**config.mk**
```make
export PLATFORM = sky130hd
export DESIGN_NAME = chs_prerot
export DESIGN_NICKNAME = d
export VERILOG_FILES = /design/src/design/compass_heading_atan2_top_assert.svh /design/src/design/chs_pkg.sv /design/src/design/chs_prerot.sv
export SDC_FILE = /design/constraint.sdc
export NUM_CORES = 1
export LEC_CHECK = 0
export ABC_CLOCK_PERIOD_IN_PS = 5000
export BUFFER_PORTS_ARGS = -buffer_cell sky130_fd_sc_hd__buf_4
export CORE_MARGIN = 10
export CORE_UTILIZATION = 35
export DETAILED_ROUTE_END_ITERATION = 10
export PLACE_DENSITY = 0.76
export SLEW_MARGIN = 10
export SYNTH_ARGS = -nofsm -noshare
export SYNTH_HDL_FRONTEND = slang
export SYNTH_SLANG_ARGS = --single-unit
```
**constraint.sdc**
```tcl
create_clock -name clk -period 5 [get_ports clk]
set_input_delay 1 -clock clk [delete_from_list [all_inputs] [get_ports clk]]
set_output_delay 1 -clock clk [all_outputs]
set_load 0.03 [all_outputs]
```
**src/design/compass_heading_atan2_top_assert.svh**
```systemverilog
// assertion macros shared by the compass heading design
`ifndef COMPASS_HEADING_ATAN2_TOP_ASSERT_SVH
`define COMPASS_HEADING_ATAN2_TOP_ASSERT_SVH

// condition implies consequence in the same cycle
`define CHS_ASSERT_SAME(label, clk, rst_n, cond, cons, msg) \
  label: assert property (@(posedge clk) disable iff (!rst_n) (cond) |-> (cons)) \
    else $error(msg);

// condition implies consequence in the next cycle
`define CHS_ASSERT_NEXT(label, clk, rst_n, cond, cons, msg) \
  label: assert property (@(posedge clk) disable iff (!rst_n) (cond) |=> (cons)) \
    else $error(msg);

`endif

```
**src/design/chs_pkg.sv**
```systemverilog
// shared types, constants and the arctangent table for the compass heading pipeline
package chs_pkg;

  // datapath width for x, y and the angle accumulator (degrees * 65536)
  localparam int W = 28;
  localparam int ATAN_ENTRIES = 24;
  localparam int CORDIC_STAGES_DEF = 16;
  localparam int PADDR_W = 3;

  localparam logic signed [W-1:0] HALF_TURN = 28'sd11796480;
  localparam logic signed [W-1:0] FULL_TURN = 28'sd23592960;
  localparam logic [15:0] HEADING_MAX = 16'd46080;

  // register index of the declination register
  localparam logic REG_DECL = 1'b0;

  typedef struct packed {
    logic signed [W-1:0] x;
    logic signed [W-1:0] y;
    logic signed [W-1:0] z;
    logic                zero;
  } cordic_t;

  // atan(2^-i) in degrees * 65536, rounded to nearest
  function automatic logic signed [W-1:0] atan_q16(input int i);
    logic signed [W-1:0] v;
    case (i)
      0:  v = 28'sd2949120;
      1:  v = 28'sd1740967;
      2:  v = 28'sd919879;
      3:  v = 28'sd466945;
      4:  v = 28'sd234379;
      5:  v = 28'sd117304;
      6:  v = 28'sd58666;
      7:  v = 28'sd29335;
      8:  v = 28'sd14668;
      9:  v = 28'sd7334;
      10: v = 28'sd3667;
      11: v = 28'sd1833;
      12: v = 28'sd917;
      13: v = 28'sd458;
      14: v = 28'sd229;
      15: v = 28'sd115;
      16: v = 28'sd57;
      17: v = 28'sd29;
      18: v = 28'sd14;
      19: v = 28'sd7;
      20: v = 28'sd4;
      21: v = 28'sd2;
      22: v = 28'sd1;
      default: v = '0;
    endcase
    return v;
  endfunction

endpackage

```
**src/design/chs_prerot.sv**
```systemverilog
// input stage: joins the axis bytes, pre-rotates into the right half plane and scales
module chs_prerot (
  input  logic             clk,
  input  logic             rst_n,
  input  logic             in_valid,
  output logic             in_ready,
  input  logic [7:0]       x_msb,
  input  logic [7:0]       x_lsb,
  input  logic [7:0]       y_msb,
  input  logic [7:0]       y_lsb,
  output logic             out_valid,
  input  logic             out_ready,
  output chs_pkg::cordic_t out_data
);

  logic signed [15:0] x_w, y_w;
  logic signed [chs_pkg::W-1:0] x_e, y_e, x_n, y_n, z_0;
  logic x_neg;
  logic valid_r, valid_nxt;
  chs_pkg::cordic_t data_r, data_nxt;

  assign x_w   = $signed({x_msb, x_lsb});
  assign y_w   = $signed({y_msb, y_lsb});
  assign x_e   = chs_pkg::W'(x_w);
  assign y_e   = chs_pkg::W'(y_w);
  assign x_neg = x_w < 16'sd0;

  always_comb begin
    x_n = x_neg ? -x_e : x_e;
    y_n = x_neg ? -y_e : y_e;
    if (!x_neg) begin
      z_0 = '0;
    end else if (y_w >= 16'sd0) begin
      z_0 = chs_pkg::HALF_TURN;
    end else begin
      z_0 = -chs_pkg::HALF_TURN;
    end
    data_nxt.x    = x_n <<< 8;
    data_nxt.y    = y_n <<< 8;
    data_nxt.z    = z_0;
    data_nxt.zero = (x_w == 16'sd0) && (y_w == 16'sd0);
  end

  assign in_ready  = !valid_r || out_ready;
  assign valid_nxt = in_ready ? in_valid : valid_r;

  always_ff @(posedge clk) begin
    if (!rst_n) begin
      valid_r <= 1'b0;
    end else begin
      valid_r <= valid_nxt;
    end
  end

  always_ff @(posedge clk) begin
    if (in_ready && in_valid) begin
      data_r <= data_nxt;
    end
  end

  assign out_valid = valid_r;
  assign out_data  = data_r;

endmodule

```
# Yosys cells after proc, flatten, opt, wreduce, memory -nomap -nowiden
# Index checks and enable logic that the tools add are counted.
op_classes:
  n_addsub: 2
  mul: 0
  n_div: 0
  magnitude_cmp: 2
  n_eq_ne: 0
  shifts: 0
  n_mux: 3
  bitwise_logic: 0
  n_reduce_logical: 6
ops:
  columns: ["cell", "count"]
  rows:
  - ["$mux 20", 2]
  - ["$neg 16->20", 2]
  - ["$logic_not 16->1", 2]
  - ["$mux 28", 1]
  - ["$ge 16x1->1 const B", 1]
  - ["$lt 16x1->1 const B", 1]
  - ["$logic_and 1x1->1", 2]
  - ["$logic_not 1->1", 1]
  - ["$logic_or 1x1->1", 1]
totals:
  reg_bits: 70
  latch_bits: 0
  ramBits: 0
  mem_bits_ro: 0
  in_bits: 36
  output_inout_bits: 87
  memories: 0

# Logic depth before layout (Yosys ltp)
logic_depth:
  depth_word: 3
  ltp_mapped: 7

# Worst setup path after synthesis
# OpenSTA, ideal clock, no wires.
synth_path:
  kind: "input port to flip-flop"
  start: "input port y_msb[2]"
  end: "register data_r (netlist bit out_data[53]), data pin"
  setup_ns: 0.256
  arrival_time_ns: 2.713
  required_time_ns: 4.744
  path_slack_ns: 2.031
  stages: 6
  path_buffers: 0
  path_cell_list: "or4_1 -> or3_1 -> or4_1 -> ha_1 -> nand2_1 -> nand2_1"
synth_rtl:
  columns: ["element", "line", "source"]
  rows:
  - ["from (decl)", "chs_prerot.sv:9", "input logic [7:0] y_msb,"]
  - ["to (signal assigned)", "chs_prerot.sv:57", "data_r <= data_nxt;"]
  - ["to (decl)", "chs_prerot.sv:20", "chs_pkg::cordic_t data_r, data_nxt;"]

==> flow_summary.toml <==
[outcome]
outcome = "completed"

[logic_synthesis]
yosys_warnings = 0
async_reset_ff_share_pct = 0
synth_top_area_cell = "edfxtp_1"
synth_area_leaders = "edfxtp_1, buf_4, xnor2_1, o21ai_0, nand2_1"
netlist.area_leader.share_pct = 55.96
ys_seq_area_share_pct = 56.81
syn_avg_cell_area_um2 = 12.30
synthCells = 192
ys_ff_latch = 45
syn-cell-area_um2 = 2361
synth.distinct_cells = 30
dominantRegCellSynth = "edfxtp_1"
synth_edf_count = 44

[die]
core_area_um2 = 6459
boundaryPins = 123
die_x_um = 102.1
start_util_pct = 36.56
rows = 29
die-area_um2 = 10430
die_h_um = 102.1

[min_path]
hold_depth = 2
hold_class = "register to register"

[final_layout]
fin_util_pct = 46.76
drive_above_1_share_pct = 36.43
stdcell_count = 357
finish.net_count = 318
diodes = 0
ff_latch_area_um2 = 1341
multi_input_area_um2 = 813.3
area_delta_synth_final_pct = 27.93
final_common_cell = "buf_4"
nFillCells = 596
mostFrequentLayoutCells = "buf_4, edfxtp_1, conb_1, xnor2_1, o21ai_0"

[detailed_routing]
wl_per_cell_um = 15.53
via_per_inst = 4.597
vias = 1641
ant_nets = 0
drc = 0
drt_iter0_markers = 68
drt-total-wl_um = 5544
firstDrtPassIters = 4

[worst_setup_path]
cp.depth = 7
r2r_cells = 2
cpMostUsedCell = "nand2_1"
cp_top_family = "simple AND/OR/NAND/NOR gates"
cp_cell_sequence = "buf_4, nor4_1, nand3_1, or4_1, ha_1, nand2_1, nand2_1"
worstSetupStartpointType = "input port"
arrival_ns = 3.09
crit_buf_inv = 1
crit_type = "input port to register"
required_ns = 5.04
worstSetupEndpointType = "register"
critPathMaxStageDelay_ns = 0.66
crit_fanout = 6
cpMaxStageDelayCell = "nor4_1"

[global_route]
grt_overflow = 0
grt_max_degree = 45
track_usage_pct = 9.599
antenna_found_initial = 0
grt_pass1_wl_um = 7872
grt_pass1_vias = 1740

[placement]
post-place-ws_ns = 1.663
place_inst = 349
place.gp.congestion = 0.7559
portBuffers = 88
place_hpwl_um = 4527

[sta]
slew_viol_final = 0
tns_ns = 0
final-hold-violation-count = 0
timing.final.ws_setup_ns = 1.951
finalSetupViolations = 0
fin_skew_ns = 0.007138
fin_crit_sh_pct = 60.99
holdWs_ns = 0.5465
tightest_slew_ns = 1.013
max_freq_ghz = 0.3279
max-slew-margin-rel_pct = 32.50
fin_crit_ns = 3.049
rsz0062_at_grt = "false"

[clock_network]
clkTransAtPathRegs_ns = 0.08
cts-root-buf = "clkbuf_8"
cts_setup_buffers = 0
cts_sinks = 45
cts_made_buffers = 5
clock_latency_ns = 0.29
hold_buffers = 0
cts_tree = "yes"
cts.htree.levels = 2
cts_resized = 0
clock_path_buffers = 2

[power]
power_density_nw_per_um2 = 300.7
vdd_drop_max_mv = 0.1050
leakagePower_nw = 1.246

[run]
drv_cap = 0
## cells by family (layout without fill, tap and decap cells)
| family | count (synthesis) | after routing | synth area share [%] |
|---|---|---|---|
| buffers and inverters | 51 | 102 | 14.68 |
| DFF | 45 | 45 | 56.81 |
| and+or+nand+nor | 39 | 39 | 9.540 |
| xor gates and xnor gates | 27 | 27 | 10.02 |
| AOI/OAI and AO/OA | 26 | 26 | 7.207 |
| adders and majority gates | 3 | 3 | 1.590 |
| other | 1 | 38 | 0.1588 |
## final cells by class
| cell class | count | area share, % |
|---|---|---|
| clock inverters | 3 | 0.5799 |
| flip-flops and latches | 45 | 44.41 |
| clock buffers | 5 | 2.278 |
| inverters | 6 | 0.7456 |
| repair buffers | 88 | 21.87 |
| multi-input cells | 133 | 26.93 |
| well taps | 77 | 3.190 |
## final timing paths
kind / startpoint / end / slack, ns
worst max-delay path: y_lsb[2] / out_data[53] / 1.95
worst min-delay path: out_valid / out_valid / 0.55
worst min register to register: out_valid / out_valid / 0.55
worst max register to register: out_valid / out_data[65] / 3.35
## through the flow
stage	power, mW	instance area, µm²
4_1_cts	0.9175	3020
3_5_place_dp	0.7032	2934
6_report	0.9081	3020
3_3_place_gp	0.6963	2934
2_1_floorplan	0.6374	2500
5_1_grt	0.9481	3020
## where the power goes
group	switching [mW]	internal [mW]
combinational	0.155	0.0781
clock	0.119	0.0965
sequential	0.00843	0.451
total	0.283	0.625
## flip-flops by register name, summed over array words and instances, names as in the netlist
signal,flops
out_data,44
out_valid,1
## synthesized netlist by cell type (all sizes together) (2+ instances only)
cell / instances
edfxtp: 44
buf: 43
xnor2: 27
o21ai: 14
nand2: 13
or4: 8
o31ai: 7
inv: 6
nand2b: 5
ha: 3
nor2: 3
o41ai: 3
and2: 2
clkbuf: 2
## layer usage
layer / vias up / share of wire, % / global-route usage, %
li1: 775 / - / -
met1: 775 / 39 / 9.806
met2: 83 / 50 / 17.23
met3: 8 / 8.8 / 3.441
met4: 0 / 1.8 / 4.338
met5: - / 0 / 0
## worst register-to-register path: stages (launching register included)
cell and delay [ns]:
dfxtp_1 0.32, nand2b_1 0.10, and2_2 0.83
(Power assumes the default switching activity.)
