File: src/design/compass_heading_atan2_top_assert.svh
// assertion macros shared by the compass heading design
`ifndef COMPASS_HEADING_ATAN2_TOP_ASSERT_SVH
`define COMPASS_HEADING_ATAN2_TOP_ASSERT_SVH

// condition implies consequence in the same cycle
`define CHS_ASSERT_SAME(label, clk, rst_n, cond, cons, msg) \
  label: assert property (@(posedge clk) disable iff (!rst_n) (cond) |-> (cons)) \
    else $error(msg);

// condition implies consequence in the next cycle
`define CHS_ASSERT_NEXT(label, clk, rst_n, cond, cons, msg) \
  label: assert property (@(posedge clk) disable iff (!rst_n) (cond) |=> (cons)) \
    else $error(msg);

`endif

File: src/design/chs_pkg.sv
// shared types, constants and the arctangent table for the compass heading pipeline
package chs_pkg;

  // datapath width for x, y and the angle accumulator (degrees * 65536)
  localparam int W = 28;
  localparam int ATAN_ENTRIES = 24;
  localparam int CORDIC_STAGES_DEF = 16;
  localparam int PADDR_W = 3;

  localparam logic signed [W-1:0] HALF_TURN = 28'sd11796480;
  localparam logic signed [W-1:0] FULL_TURN = 28'sd23592960;
  localparam logic [15:0] HEADING_MAX = 16'd46080;

  // register index of the declination register
  localparam logic REG_DECL = 1'b0;

  typedef struct packed {
    logic signed [W-1:0] x;
    logic signed [W-1:0] y;
    logic signed [W-1:0] z;
    logic                zero;
  } cordic_t;

  // atan(2^-i) in degrees * 65536, rounded to nearest
  function automatic logic signed [W-1:0] atan_q16(input int i);
    logic signed [W-1:0] v;
    case (i)
      0:  v = 28'sd2949120;
      1:  v = 28'sd1740967;
      2:  v = 28'sd919879;
      3:  v = 28'sd466945;
      4:  v = 28'sd234379;
      5:  v = 28'sd117304;
      6:  v = 28'sd58666;
      7:  v = 28'sd29335;
      8:  v = 28'sd14668;
      9:  v = 28'sd7334;
      10: v = 28'sd3667;
      11: v = 28'sd1833;
      12: v = 28'sd917;
      13: v = 28'sd458;
      14: v = 28'sd229;
      15: v = 28'sd115;
      16: v = 28'sd57;
      17: v = 28'sd29;
      18: v = 28'sd14;
      19: v = 28'sd7;
      20: v = 28'sd4;
      21: v = 28'sd2;
      22: v = 28'sd1;
      default: v = '0;
    endcase
    return v;
  endfunction

endpackage

File: src/design/chs_cordic_stage.sv
// one vectoring cordic iteration with its own pipeline register
module chs_cordic_stage #(
  parameter int SHIFT = 0
) (
  input  logic             clk,
  input  logic             rst_n,
  input  logic             in_valid,
  output logic             in_ready,
  input  chs_pkg::cordic_t in_data,
  output logic             out_valid,
  input  logic             out_ready,
  output chs_pkg::cordic_t out_data
);

  localparam logic signed [chs_pkg::W-1:0] ANGLE = chs_pkg::atan_q16(SHIFT);

  logic signed [chs_pkg::W-1:0] xs, ys;
  logic valid_r, valid_nxt;
  chs_pkg::cordic_t data_r, data_nxt;

  assign xs = in_data.x >>> SHIFT;
  assign ys = in_data.y >>> SHIFT;

  always_comb begin
    data_nxt.zero = in_data.zero;
    // rotate towards y = 0, y of zero counts as positive
    if (in_data.y >= 0) begin
      data_nxt.x = in_data.x + ys;
      data_nxt.y = in_data.y - xs;
      data_nxt.z = in_data.z + ANGLE;
    end else begin
      data_nxt.x = in_data.x - ys;
      data_nxt.y = in_data.y + xs;
      data_nxt.z = in_data.z - ANGLE;
    end
  end

  assign in_ready  = !valid_r || out_ready;
  assign valid_nxt = in_ready ? in_valid : valid_r;

  always_ff @(posedge clk) begin
    if (!rst_n) begin
      valid_r <= 1'b0;
    end else begin
      valid_r <= valid_nxt;
    end
  end

  always_ff @(posedge clk) begin
    if (in_ready && in_valid) begin
      data_r <= data_nxt;
    end
  end

  assign out_valid = valid_r;
  assign out_data  = data_r;

endmodule

File: config.mk
export PLATFORM = sky130hd
export DESIGN_NAME = chs_cordic_stage
export DESIGN_NICKNAME = d
export VERILOG_FILES = /design/src/design/compass_heading_atan2_top_assert.svh /design/src/design/chs_pkg.sv /design/src/design/chs_cordic_stage.sv
export SDC_FILE = /design/constraint.sdc
export NUM_CORES = 1
export LEC_CHECK = 0
export CAP_MARGIN = 5
export CORE_ASPECT_RATIO = 1.1
export CORE_MARGIN = 2
export CORE_UTILIZATION = 55
export CTS_CLUSTER_DIAMETER = 100
export DETAILED_ROUTE_END_ITERATION = 6
export DONT_BUFFER_PORTS = 1
export PLACE_DENSITY_LB_ADDON = 0.08
export SETUP_SLACK_MARGIN = 0.2
export SYNTH_ARGS = -nofsm -noshare
export SYNTH_HDL_FRONTEND = slang
export SYNTH_SLANG_ARGS = --single-unit
export TNS_END_PERCENT = 100
File: constraint.sdc
create_clock -name clk -period 3.57 [get_ports clk]
set_clock_uncertainty 0.15 [all_clocks]
set_input_delay 0.714 -clock clk [delete_from_list [all_inputs] [get_ports clk]]
set_output_delay 0.714 -clock clk [all_outputs]
set_load 0.03 [all_outputs]
======== Yosys cells after proc, flatten, opt, wreduce, memory -nomap -nowiden ========
Index checks and enable logic that the tools add are counted.
word-level totals
  flip-flop bits (word level) ............. 86
  input port bits ......................... 89
  output and inout port bits .............. 87
  word-level logic and storage cells ...... 15
operators by class
  $add $sub $neg .......................... 5
  magnitude comparators ................... 1
  muxes and demuxes ....................... 1
  reduce and logical (&&, ||, !) cells .... 3
operator list
  cell                      number
  $mux W84                  1
  $sub A28 B28 Y28          2
  $add A28 B23 Y28 const B  1
  $add A28 B28 Y28          1
  $ge A28 B1 Y1 const B     1
  $sub A28 B23 Y28 const B  1
  $logic_and A1 B1 Y1       1
  $logic_not A1 Y1          1
  $logic_or A1 B1 Y1        1

======== Logic depth before layout (Yosys ltp) ========
  depth after elaboration ................. 3
  gate-level depth with buffers ........... 13
  depth with buffers taken out ............ 13

======== Worst setup path after synthesis ========
Ideal clock, no wire load.
  path kind ............................... input to register
  start point ............................. input out_ready
  end point ............................... register data_r (netlist bit out_data[0]) (enable)
  setup time .............................. 0.451 ns
  arrival time ............................ 3.046 ns
  required time ........................... 2.969 ns
  slack ................................... -0.077 ns
  stages .................................. 2
  buffers on the path ..................... 0
  path through ............................ nand2b_1 -> and2_1
between the ends
  longest elaborated chain between the ends .. 2
ends and longest elaborated chain
  what                  line                    RTL
  from (decl)           chs_cordic_stage.sv:11  input logic out_ready,
  $logic_or A1 B1 Y1    chs_cordic_stage.sv:38  assign in_ready = !valid_r || out_ready;
  $logic_and A1 B1 Y1   chs_cordic_stage.sv:50  if (in_ready && in_valid) begin
  to (signal assigned)  chs_cordic_stage.sv:51  data_r <= data_nxt;
  to (decl)             chs_cordic_stage.sv:19  chs_pkg::cordic_t data_r, data_nxt;
Every way passes these cells.
A chain may end at the register's enable or synchronous reset.

==> results.yml <==
run_status:
  status: "completed"
setup_path:
  cp_data_arrival_time_ps: 3310
  crit_path_start_kind: "primary input"
  path_class: "primary input to flop"
  crit_required_ps: 3510
  cp-startpoint: "in_data[73]"
  cp-end-kind: "flop"
  r2r-start: "out_valid"
  crit_end: "out_data[56]"
  r2r_cells: 3
  cp_max_fo: 3
  regToRegEndpoint: "out_data[82]"
  rrSetupSlack_ps: 1490
min_path:
  whs_path_depth: 0
  hp-class: "primary input to flop"
floorplanning:
  die_x_um: 112
  rows: 43
  coreArea_sq_um: 12600
  die_y_um: 123
  initial_core_util_pct: 56.4
  io_pins: 176
  die_area_sq_um: 13800
sta:
  rsz0062_at_grt: "true"
  finalHoldViolCount: 0
  relSlewSlack_pct: 63.5
  min_period_ps: 3370
  fin_tns_setup_ps: 0
  worst_slew_pin_slew_ps: 548
  fmax_mhz: 297
  drv_slew: 0
  setup_violations: 0
  finalCritPeriodShare_pct: 94.4
clocking:
  ctsRootBufferMaster: "clkbuf_16"
  clk_pin_slew_worst_paths_ps: 60
  cts_tree: "built"
  cts_num_sinks: 85
  cts.hold.buffers_added: 0
  clock_latency_ps: 340
  cts_buffers: 9
  cts.path.max_buffers: 2
  cts_htree_levels: 3
logic_synthesis:
  synthArstFlopShare_pct: 0
  synth_cells: 769
  syn_area_sq_um: 7100
  syn_avg_cell_area_sq_um: 9.24
  ys_seq_elements: 85
  synth_cell_types: 67
  synth_edf_count: 84
  synth-main-ff-cell: "edfxtp_1"
  yosysSeqAreaShare_pct: 35.8
  yosys_warnings: 0
  synth_nets: 945
layout:
  num-nets-final: 994
  drive_above_1_share_pct: 17.2
  areaGrowthSynthToFinish_pct: 16.8
  multi_input_area_sq_um: 4350
  post-route-util_pct: 65.9
  finalInstanceArea_sq_um: 8300
  instances_no_fill: 979
  n_fill_cell: 1051
  diodes: 0
  seq_area_sq_um: 2540
detailed_routing:
  finalWirelength_mm: 18.6
  route.detailed.drc: 0
  route.met2.wl_mm: 9.11
  via_per_inst: 5.96
  m1WireLength_mm: 7.76
  ant_nets: 0
  routed.top_layer: "met4"
  met3WireLength_mm: 1.26
  drtIter0Drc: 441
  dr.pass1.iters: 5
  via_count: 5834
  wl_per_cell_um: 19.0
placement:
  place_inst: 963
  port_buffers: 0
  place_area_sq_um: 7740
  place_hpwl_mm: 14.7
  gp_congestion: 0.956
global_routing:
  grt-ovfl-total: 0
  grt_pass1_vias: 5669
  grt_pass1_wl_mm: 28.9
  grt_max_degree: 75
  antenna_found_initial: 0
  grt_util_all_layers_pct: 26.2
flow_run:
  drv_cap: 0
power_and_ir_drop:
  peakVddDrop_mv: 0.276
  p_per_area_nw_per_um2: 422
  total_leakage_power_nw: 3.49
[synth_stat cells, drive strengths merged, types with 4 or more instances]
master | n | area, sq um
a211oi | 12 | 100
o211ai | 6 | 55.1
nor3 | 17 | 90.1
o21a | 4 | 30.0
or3 | 7 | 43.8
nor4 | 6 | 37.5
o21bai | 13 | 97.6
or4 | 4 | 37.5
a21oi | 74 | 370
edfxtp | 84 | 2520
a31oi | 5 | 31.3
and2 | 4 | 25.0
inv | 88 | 330
xnor2 | 48 | 420
nor2 | 64 | 240
o21ai | 45 | 225
o221ai | 5 | 50.0
nand2 | 39 | 146
xor2 | 15 | 131
buf | 17 | 92.6
a2111oi | 4 | 35.0
a21o | 10 | 76.3
nand2b | 16 | 100
nand3 | 10 | 50.1
ha | 84 | 1050
mux2i | 16 | 160
o31ai | 8 | 65.1
clkbuf | 14 | 52.6
nor2b | 6 | 37.5
[state kept, by name, summed over array words and instances (netlist names)]
signal	flops
out_data	84
out_valid	1
[cell type report]
cell class                      instances  share of cell area (%)
Clock buffer                           10                    2.76
Clock inverter                          5                    1.03
Inverter                               91                    4.36
Multi-Input combinational cell        562                    52.5
Sequential cell                        85                    30.6
Tap cell                              157                    2.37
Timing Repair Buffer                   69                    6.39
[layout by cell type (no fill, tap or decap), types with 3 or more instances in the layout]
cell,netlist,routed
ha_4,0,10
mux2i_1,16,16
xor2_1,15,15
and2_1,4,3
o211ai_1,4,4
nor2b_1,6,4
ha_1,84,73
o22ai_1,3,3
inv_1,87,81
a21oi_1,74,72
clkinv_1,3,3
nand3_1,10,10
nand2b_1,16,16
o21a_1,4,4
inv_2,1,5
nor3_1,16,15
a211oi_1,10,8
nor2_1,64,62
nor4_1,6,6
o221ai_2,1,3
a211oi_2,2,3
a31oi_1,5,3
nand4_1,3,3
a21o_1,9,9
or3_1,7,6
a2111oi_0,4,3
o21ai_0,44,43
clkbuf_16,0,9
nand2_1,39,39
edfxtp_1,84,84
buf_4,2,68
o21bai_1,13,13
o31ai_1,7,6
xnor2_1,48,48
or4_4,2,3
[report_power, final]
group          switching (W)  internal [W]  leakage [nW]  total [W]
clock               0.000367      0.000612         0.149   0.000979
combinational       0.000534      0.000434          2.52   0.000968
sequential          0.000278       0.00127         0.821    0.00155
[logic make-up (layout without fill, tap and decap cells)]
kind of cell | after synthesis | in the layout | synth area share (%)
mux | 17 | 17 | 2.41
buf+inv | 122 | 175 | 6.85
fa+ha+maj | 87 | 87 | 15.6
flops | 85 | 85 | 35.8
simple gates | 183 | 183 | 12.4
xor+xnor | 63 | 63 | 7.77
compound gates | 212 | 212 | 19.2
[what timing repair did]
action                                  in CTS  in global routing
endpoints found under the setup margin       5                 16
pin swaps                                    0                 22
buffers inserted                             0                  1
hold endpoints to repair                     0                  0
resized for setup                            3                 39
[worst max-delay path, cell delays in order]
cell and delay, ps:
ha_4 230, or4_4 540, nor2_4 120, o221ai_2 80, o211a_1 280, or4_4 510
o211ai_4 120, a211oi_4 100, o31ai_2 280, o22ai_1 150, xor2_1 180
[how the worst min path moves through the flow]
stage,end,start,slack (ps)
global placement,out_data[3],in_data[3],660
finish,out_data[10],in_data[10],310
global route,out_data[10],in_data[10],300
detailed placement,out_data[3],in_data[3],660
CTS,out_data[2],in_data[2],310
floorplan,out_data[0],in_data[0],660
[layer usage]
layer	track usage (%)	vias to the layer above
met1	33.9	2745
met3	4.85	38
met5	0	-
met4	8.92	0
met2	44.6	247
li1	-	2804
[metrics by stage]
step / power (W) / hold WS (ps) / setup WS [ps]
final: 0.00350 / 314 / 199
after global routing: 0.00366 / 304 / 120
after CTS: 0.00347 / 306 / 200
after detailed placement: 0.00248 / 663 / -209
after global placement: 0.00247 / 663 / -181
after floorplan: 0.00219 / 663 / 64.8
No activity file was read; power rests on OpenSTA's default activity.
