$ cat src/design/compass_heading_atan2_top_assert.svh
// assertion macros shared by the compass heading design
`ifndef COMPASS_HEADING_ATAN2_TOP_ASSERT_SVH
`define COMPASS_HEADING_ATAN2_TOP_ASSERT_SVH

// condition implies consequence in the same cycle
`define CHS_ASSERT_SAME(label, clk, rst_n, cond, cons, msg) \
  label: assert property (@(posedge clk) disable iff (!rst_n) (cond) |-> (cons)) \
    else $error(msg);

// condition implies consequence in the next cycle
`define CHS_ASSERT_NEXT(label, clk, rst_n, cond, cons, msg) \
  label: assert property (@(posedge clk) disable iff (!rst_n) (cond) |=> (cons)) \
    else $error(msg);

`endif

$ cat src/design/chs_pkg.sv
// shared types, constants and the arctangent table for the compass heading pipeline
package chs_pkg;

  // datapath width for x, y and the angle accumulator (degrees * 65536)
  localparam int W = 28;
  localparam int ATAN_ENTRIES = 24;
  localparam int CORDIC_STAGES_DEF = 16;
  localparam int PADDR_W = 3;

  localparam logic signed [W-1:0] HALF_TURN = 28'sd11796480;
  localparam logic signed [W-1:0] FULL_TURN = 28'sd23592960;
  localparam logic [15:0] HEADING_MAX = 16'd46080;

  // register index of the declination register
  localparam logic REG_DECL = 1'b0;

  typedef struct packed {
    logic signed [W-1:0] x;
    logic signed [W-1:0] y;
    logic signed [W-1:0] z;
    logic                zero;
  } cordic_t;

  // atan(2^-i) in degrees * 65536, rounded to nearest
  function automatic logic signed [W-1:0] atan_q16(input int i);
    logic signed [W-1:0] v;
    case (i)
      0:  v = 28'sd2949120;
      1:  v = 28'sd1740967;
      2:  v = 28'sd919879;
      3:  v = 28'sd466945;
      4:  v = 28'sd234379;
      5:  v = 28'sd117304;
      6:  v = 28'sd58666;
      7:  v = 28'sd29335;
      8:  v = 28'sd14668;
      9:  v = 28'sd7334;
      10: v = 28'sd3667;
      11: v = 28'sd1833;
      12: v = 28'sd917;
      13: v = 28'sd458;
      14: v = 28'sd229;
      15: v = 28'sd115;
      16: v = 28'sd57;
      17: v = 28'sd29;
      18: v = 28'sd14;
      19: v = 28'sd7;
      20: v = 28'sd4;
      21: v = 28'sd2;
      22: v = 28'sd1;
      default: v = '0;
    endcase
    return v;
  endfunction

endpackage

$ cat src/design/chs_wrap.sv
// back end: declination add, two wrap passes into 0..360 and rounding to degrees * 128
module chs_wrap (
  input  logic               clk,
  input  logic               rst_n,
  input  logic signed [15:0] decl,
  input  logic               in_valid,
  output logic               in_ready,
  input  chs_pkg::cordic_t   in_data,
  output logic               out_valid,
  input  logic               out_ready,
  output logic [15:0]        heading
);

  logic signed [chs_pkg::W-1:0] decl_q16, z_sel, sum_a, wrap_b, wrap_c, round_c;
  logic signed [chs_pkg::W-1:0] a_r, b_r;
  logic [15:0] c_r;
  logic va_r, vb_r, vc_r;
  logic rdy_a, rdy_b, rdy_c;

  assign decl_q16 = {{(chs_pkg::W-25){decl[15]}}, decl, 9'b0};
  assign z_sel    = in_data.zero ? '0 : in_data.z;
  assign sum_a    = z_sel + decl_q16;

  function automatic logic signed [chs_pkg::W-1:0] wrap1(input logic signed [chs_pkg::W-1:0] h);
    logic signed [chs_pkg::W-1:0] r;
    if (h < 0) begin
      r = h + chs_pkg::FULL_TURN;
    end else if (h > chs_pkg::FULL_TURN) begin
      r = h - chs_pkg::FULL_TURN;
    end else begin
      r = h;
    end
    return r;
  endfunction

  assign wrap_b  = wrap1(a_r);
  assign wrap_c  = wrap1(b_r);
  // round half up, value is known to lie in 0..360 here
  assign round_c = wrap_c + 28'sd256;

  assign rdy_c = !vc_r || out_ready;
  assign rdy_b = !vb_r || rdy_c;
  assign rdy_a = !va_r || rdy_b;
  assign in_ready = rdy_a;

  always_ff @(posedge clk) begin
    if (!rst_n) begin
      va_r <= 1'b0;
      vb_r <= 1'b0;
      vc_r <= 1'b0;
    end else begin
      if (rdy_a) va_r <= in_valid;
      if (rdy_b) vb_r <= va_r;
      if (rdy_c) vc_r <= vb_r;
    end
  end

  always_ff @(posedge clk) begin
    if (rdy_a && in_valid) a_r <= sum_a;
    if (rdy_b && va_r)     b_r <= wrap_b;
    if (rdy_c && vb_r)     c_r <= round_c[24:9];
  end

  assign out_valid = vc_r;
  assign heading   = c_r;

endmodule

$ cat config.mk
export PLATFORM = sky130hd
export DESIGN_NAME = chs_wrap
export DESIGN_NICKNAME = d
export VERILOG_FILES = /design/src/design/compass_heading_atan2_top_assert.svh /design/src/design/chs_pkg.sv /design/src/design/chs_wrap.sv
export SDC_FILE = /design/constraint.sdc
export NUM_CORES = 1
export LEC_CHECK = 0
export ABC_CLOCK_PERIOD_IN_PS = 3000
export BUFFER_PORTS_ARGS = -buffer_cell sky130_fd_sc_hd__buf_2
export CORE_UTILIZATION = 48
export CTS_CLUSTER_DIAMETER = 120
export DETAILED_ROUTE_END_ITERATION = 8
export PLACE_DENSITY = 0.81
export SLEW_MARGIN = 25
export SYNTH_ARGS = -nofsm -noshare
export SYNTH_HDL_FRONTEND = slang
export SYNTH_SLANG_ARGS = --single-unit
$ cat constraint.sdc
create_clock -name clk -period 3 [get_ports clk]
set_clock_uncertainty 0.2 [all_clocks]
set_input_delay 0.3 -clock clk [delete_from_list [all_inputs] [get_ports clk]]
set_output_delay 0.3 -clock clk [all_outputs]
set_load 0.05 [all_outputs]
======== Word-level counts from Yosys, hierarchy flattened ========
Cells that the tools add are included.
word-level totals
  register bits ........................... 75
  output and inout bits ................... 18
  input port bits ......................... 105
  word-level logic and storage cells ...... 30
operators by class
  muxes and demuxes ....................... 5
  $lt $le $gt $ge ......................... 4
  add/sub/neg operators ................... 6
  reduce and logical (&&, ||, !) cells .... 9
operators by type and width
  cell                                                                            number
  28-bit two-way mux                                                              3
  28-bit by 26-bit > comparator with 1-bit output (second input constant)         2
  28-bit by 1-bit less-than comparator with 1-bit output (second input constant)  2
  25-bit two-way mux                                                              2
  28-bit by 25-bit adder with 28-bit output                                       1
  28-bit by 26-bit adder with 28-bit output (second input constant)               1
  28-bit by 26-bit subtractor with 28-bit output (second input constant)          1
  25-bit by 10-bit adder with 25-bit output (second input constant)               1
  25-bit adder (second input constant)                                            1
  25-bit subtractor (second input constant)                                       1
  1-bit logical AND                                                               3
  1-bit logical NOT                                                               3
  1-bit logical OR                                                                3

======== Longest topological paths before layout ========
  depth after elaboration ................. 5
  gate-level depth with buffers ........... 11
  mapped depth without buffers ............ 10

======== Worst setup path after synthesis ========
Ideal clock, no wire load.
  path kind ............................... register to register
  start ................................... register vc_r (netlist: out_valid)
  end ..................................... register b_r[0] (netlist bit) (enable)
  setup time .............................. 0.456 ns
  buffers on the path ..................... 0
  setup slack ............................. -0.476 ns
  period minus slack after synthesis ...... 3.476 ns
  arrival ................................. 2.820 ns
  required time ........................... 2.344 ns
  stages on the path, launching flop included .. 3
  path through ............................ dfxtp_1 -> nor2b_1 -> a21boi_0
between the ends
  cells in the longest elaborated chain, start to end .. 4
RTL lines
  item                      RTL line        text
  start: declaration        chs_wrap.sv:17  logic va_r, vb_r, vc_r;
  start signal: assignment  chs_wrap.sv:54  if (rdy_c) vc_r <= vb_r;
  1-bit logical NOT         chs_wrap.sv:41  assign rdy_c = !vc_r || out_ready;
  1-bit logical OR          chs_wrap.sv:41
  1-bit logical OR          chs_wrap.sv:42  assign rdy_b = !vb_r || rdy_c;
  1-bit logical AND         chs_wrap.sv:60  if (rdy_b && va_r) b_r <= wrap_b;
  end signal: assignment    chs_wrap.sv:60
  end: declaration          chs_wrap.sv:15  logic signed [chs_pkg::W-1:0] a_r, b_r;
Every way passes these cells.
A chain may end at the register's enable or synchronous reset.

======== Final worst setup path ========
  start ................................... input in_data[0] (netlist bit)
  end ..................................... register a_r[27] (netlist bit) (data pin)
between the ends
  cells in the longest elaborated chain, start to end .. 2
RTL lines
  item                                       RTL line        text
  start: declaration                         chs_wrap.sv:8   input chs_pkg::cordic_t in_data,
  28-bit two-way mux                         chs_wrap.sv:21  assign z_sel = in_data.zero ? '0 : in_data.z;
  28-bit by 25-bit adder with 28-bit output  chs_wrap.sv:22  assign sum_a = z_sel + decl_q16;
  net sum_a (one bit)                        chs_wrap.sv:14  logic signed [chs_pkg::W-1:0] decl_q16, z_sel, sum_a, wrap_b, wrap_c, round_c;
  end signal: assignment                     chs_wrap.sv:59  if (rdy_a && in_valid) a_r <= sum_a;
  end: declaration                           chs_wrap.sv:15
The timed path passes the listed nets, and every way through them passes these cells.

==> summary.md <==
| Metric | Value |
|---|---|
| Status | completed |
| Number of flops mapped to enable cells by yosys | 72 |
| Mapped Nets | 509 |
| Crit path capture | a_r[27]$_DFFE_PP_ |
| Cells on worst reg2reg path | 7 |
| Clock buffer depth | 2 |
| Leak Pwr | 2.056 nW |
| WP buf/inv | 1 |
| First-pass GRT wire length | 13390 µm |
| Starting density of the core | 0.4963 |
| 1st-pass router iterations | 4 |
| Worst path top cell family by delay | compound AO/OA/AOI/OAI gates |
| Pwr dens | 554.0 nW/µm² |
| Adder-cell share of the synthesized area | 0.07401 |
| Vias | 3220 |
| Switching share of power | 0.2615 |
| Mux contribution to synthesized area | 0.004626 |
| Clock slew at reported path FFs | 0.08 ns |
| Antenna diode count | 0 |
| CP max stage delay | 0.43 ns |
| Critical path startpoint | in_data[0] |
| Die W | 96.96 µm |
| Core Area | 8721 µm² |
| Seq/Total Area, Yosys | 0.5134 |
| Syn_area_per_cell | 11.42 µm² |
| Layout area overhead | 18.33% |
| Tcrit/Tclk final | 0.9287 |
| Critical R2R Launch | b_r[23]$_DFFE_PP_ |
| Non-Filler Instances | 577 |
| Crit path capture type | flip-flop |
| Slew Limit Fails | 0 |
| CP max stage cell | o41ai_1 |
| Synth Register Bits | 75 |
| Hold_ws | 0.06433 ns |
| Final Hold Fails | 0 |
| Post-synth design cell area | 4328 µm² |
| Largest net degree at the start of global routing | 29 |
| Cell breakdown of the critical path | buf_2, nor2b_1, ha_1, fa_1, a21o_1, a21oi_1, o21ai_0, nand2_1, o221ai_1, o41ai_1, xnor2_1 |
| Tot Pwr | 0.002837 W |
| Share of layout cells above drive strength 1 | 0.2281 |
| Die area | 9400 µm² |
| Pint | 0.002095 W |
| R2r endpoint | heading[15]$_DFFE_PP_ |
| Antenna violations before repair | 0 |
| Slew @ Worst Pin | 0.5214 ns |
| Post-DP HPWL | 6120 µm |
| H-tree Lvls | 3 |
| Residual DRC | 0 |
| WL final | 7922 µm |
| Peak Freq | 358.9 MHz |
| Setup violations, final | 0 |
| Startpoint types | input pin |
| Worst-Skew Late Latency | 0.34 ns |
| Dpl cells | 560 |
| Max-slew headroom at the worst pin | 0.6524 |
| Final Cell Area | 5121 µm² |
| GR Overflow Total | 0 |
| IO Count | 123 |
| Final #Nets | 594 |
| Combinational share of power | 0.199 |
| Post-synth ARST share | 0 |
| Detailed-route wire length per cell | 13.73 µm |
| Largest family of logic cells by synthesized area | simple AND/OR/NAND/NOR gates |
| Part of the power in registers | 0.484 |
| Post-synth cell types | 62 |
| Post-synthesis compound-gate area fraction | 0.1396 |
| GRT Util Overall | 0.1747 |
| PostCTS Resize Cnt | 0 |
| Fin crit period | 2.786 ns |
| Antenna violation net count after detailed routing | 0 |
| Mapped Cells | 379 |
| Xor/xnor share of the synthesized area | 0.08500 |
| Synth Area in Simple Gates | 0.1639 |
| Sink Count | 75 |
| CP Class | input pin to flip-flop |
| Setup repair bufs after CTS | 0 |
| Maxcap violations | 0 |
| Maximum fanout along the worst path | 7 |
| Root Buffer | clkbuf_8 |
| Hold WC Path Type | input pin to flip-flop |
| Placer Congestion | 0.9312 |
| Total CTS buffers | 9 |
| Clock tree from TritonCTS | done |
| WP depth | 11 |
| Number of vias per cell | 5.581 |
| Sw Pwr | 0.0007421 W |
| Port Buf Inserts | 66 |
| Worst Path Required | 2.88 ns |
| VDD IR max | 221.6 µV |
| Height of the die | 96.96 µm |
| Setup slack, reg-to-reg | 0.36 ns |
| # rows | 34 |
| DP Area | 4877 µm² |
| Main synth FF type | edfxtp_1 |
| Clock group share of total power | 0.316 |
| Synthesis Warnings | 0 |
| CP arrival | 2.66 ns |
| DR iter-0 viols | 139 |
| Vias in the first global route | 3091 |
| RSZ-0062 raised after global routing | false |
[power by group through the flow]
stage / registers [W] / clock network, W / logic (W)
2_1_floorplan: 0.00140 / 0 / 0.000400
3_3_place_gp: 0.00139 / 0 / 0.000540
3_5_place_dp: 0.00140 / 0 / 0.000559
4_1_cts: 0.00137 / 0.000917 / 0.000564
5_1_grt: 0.00139 / 0.000966 / 0.000629
6_report: 0.00137 / 0.000897 / 0.000566
[sequential cells by signal (all words and copies together) (netlist names)]
name / cells
a_r: 28
out_valid: 1
va_r: 1
vb_r: 1
heading: 16
b_r: 28
[synth_stat cells (all sizes together), types with 2 or more instances]
cell type	number	area, µm²
ha	24	300.3
o21ai	20	103.9
a31o	2	17.52
a31oi	3	18.77
o21bai	5	37.54
mux2i	2	20.02
nor2b	31	193.9
xnor2	31	271.5
xor2	11	96.34
o211ai	2	15.01
buf	3	12.51
or2	2	12.51
dfxtp	3	60.06
nand2b	5	31.28
or4	2	18.77
nor2	17	63.81
o21a	3	22.52
and2	3	20.02
or3	7	48.80
and3	2	12.51
nor4	6	52.55
inv	16	60.06
nor4b	2	17.52
edfxtp	72	2162
nand2	20	75.07
nand4	6	37.54
a21o	11	83.83
a21boi	4	30.03
o41ai	2	17.52
nor3	4	20.02
nand3	12	60.06
clkbuf	3	11.26
and4	2	17.52
a211oi	3	27.52
o31a	3	26.28
o311ai	2	17.52
o22ai	3	18.77
a21oi	17	88.84
[cell type report]
cell class                 count  area (µm²)
inverter                      16       60.06
tap                          108       135.1
fill                         687        3600
clock buffer                  11       131.4
clock inverter                 5       102.6
sequential                    75        2222
timing repair buffer          80       437.9
multi-input combinational    282        2032
[cells by family (layout without fill, tap and decap cells)]
group	Yosys count	after routing
compound gates	89	89
xor+xnor	42	42
fa+ha+maj	25	25
buf+inv	22	112
flops	75	75
mux	2	2
simple gates	124	124
[metrics by stage]
step                      setup slack, ns   TNS (ns)    util
after floorplan                   0.07116          0       -
after global placement          -0.006852  -0.006852  0.5593
after detailed placement         -0.07651    -0.1820  0.5593
after CTS                          0.2962          0  0.5872
after global routing               0.1417          0  0.5872
final                              0.2140          0  0.5872
[worst min-delay path by stage]
stage	slack, ns	endpoint	from	depth (start not counted)
final	0.06	a_r[5]$_SDFFCE_PP0P_	in_data[6]	2
after global routing	0.06	a_r[4]$_SDFFCE_PP0P_	in_data[5]	2
after CTS	0.05	a_r[5]$_SDFFCE_PP0P_	in_data[6]	2
after detailed placement	0.23	b_r[6]$_DFFE_PP_	a_r[6]$_SDFFCE_PP0P_	0
after global placement	0.23	b_r[4]$_DFFE_PP_	a_r[4]$_SDFFCE_PP0P_	0
after floorplan	0.22	b_r[8]$_DFFE_PP_	a_r[8]$_SDFFCE_PP0P_	0
[cell usage in the layout, fill, tap and decap left out, types with 2 or more instances in the layout]
cell type	count
nor2_1	17
and4_1	2
dfxtp_1	3
a21boi_0	3
clkbuf_1	2
xnor2_1	31
o22ai_1	3
buf_4	13
edfxtp_1	72
o211ai_1	2
nand3_1	12
o31a_1	3
or2_2	2
a21oi_1	16
o21ai_0	18
ha_1	24
inv_1	16
nor4b_1	2
a31oi_1	2
or3_1	6
bufinv_16	3
and2_1	2
a21o_1	10
nor3_1	4
a211oi_1	2
nor2b_1	31
a31o_2	2
clkbuf_8	9
mux2i_1	2
nand4_1	6
and3_1	2
buf_2	66
nand2_1	20
xor2_1	11
o21a_1	3
nor4_1	5
o21bai_1	5
o41ai_1	2
nand2b_1	5
[metal layers]
metal / track usage / wire length (µm)
met5: 0 / 0
met4: 0.09414 / 244
met3: 0.03468 / 341
met2: 0.2914 / 3852
met1: 0.2129 / 3484
[repair_timing]
item	4_1_cts	5_1_grt
endpoints found under the setup margin	0	0
hold buffers	1	0
hold endpoints to repair	2	0
(Power assumes the default switching activity.)
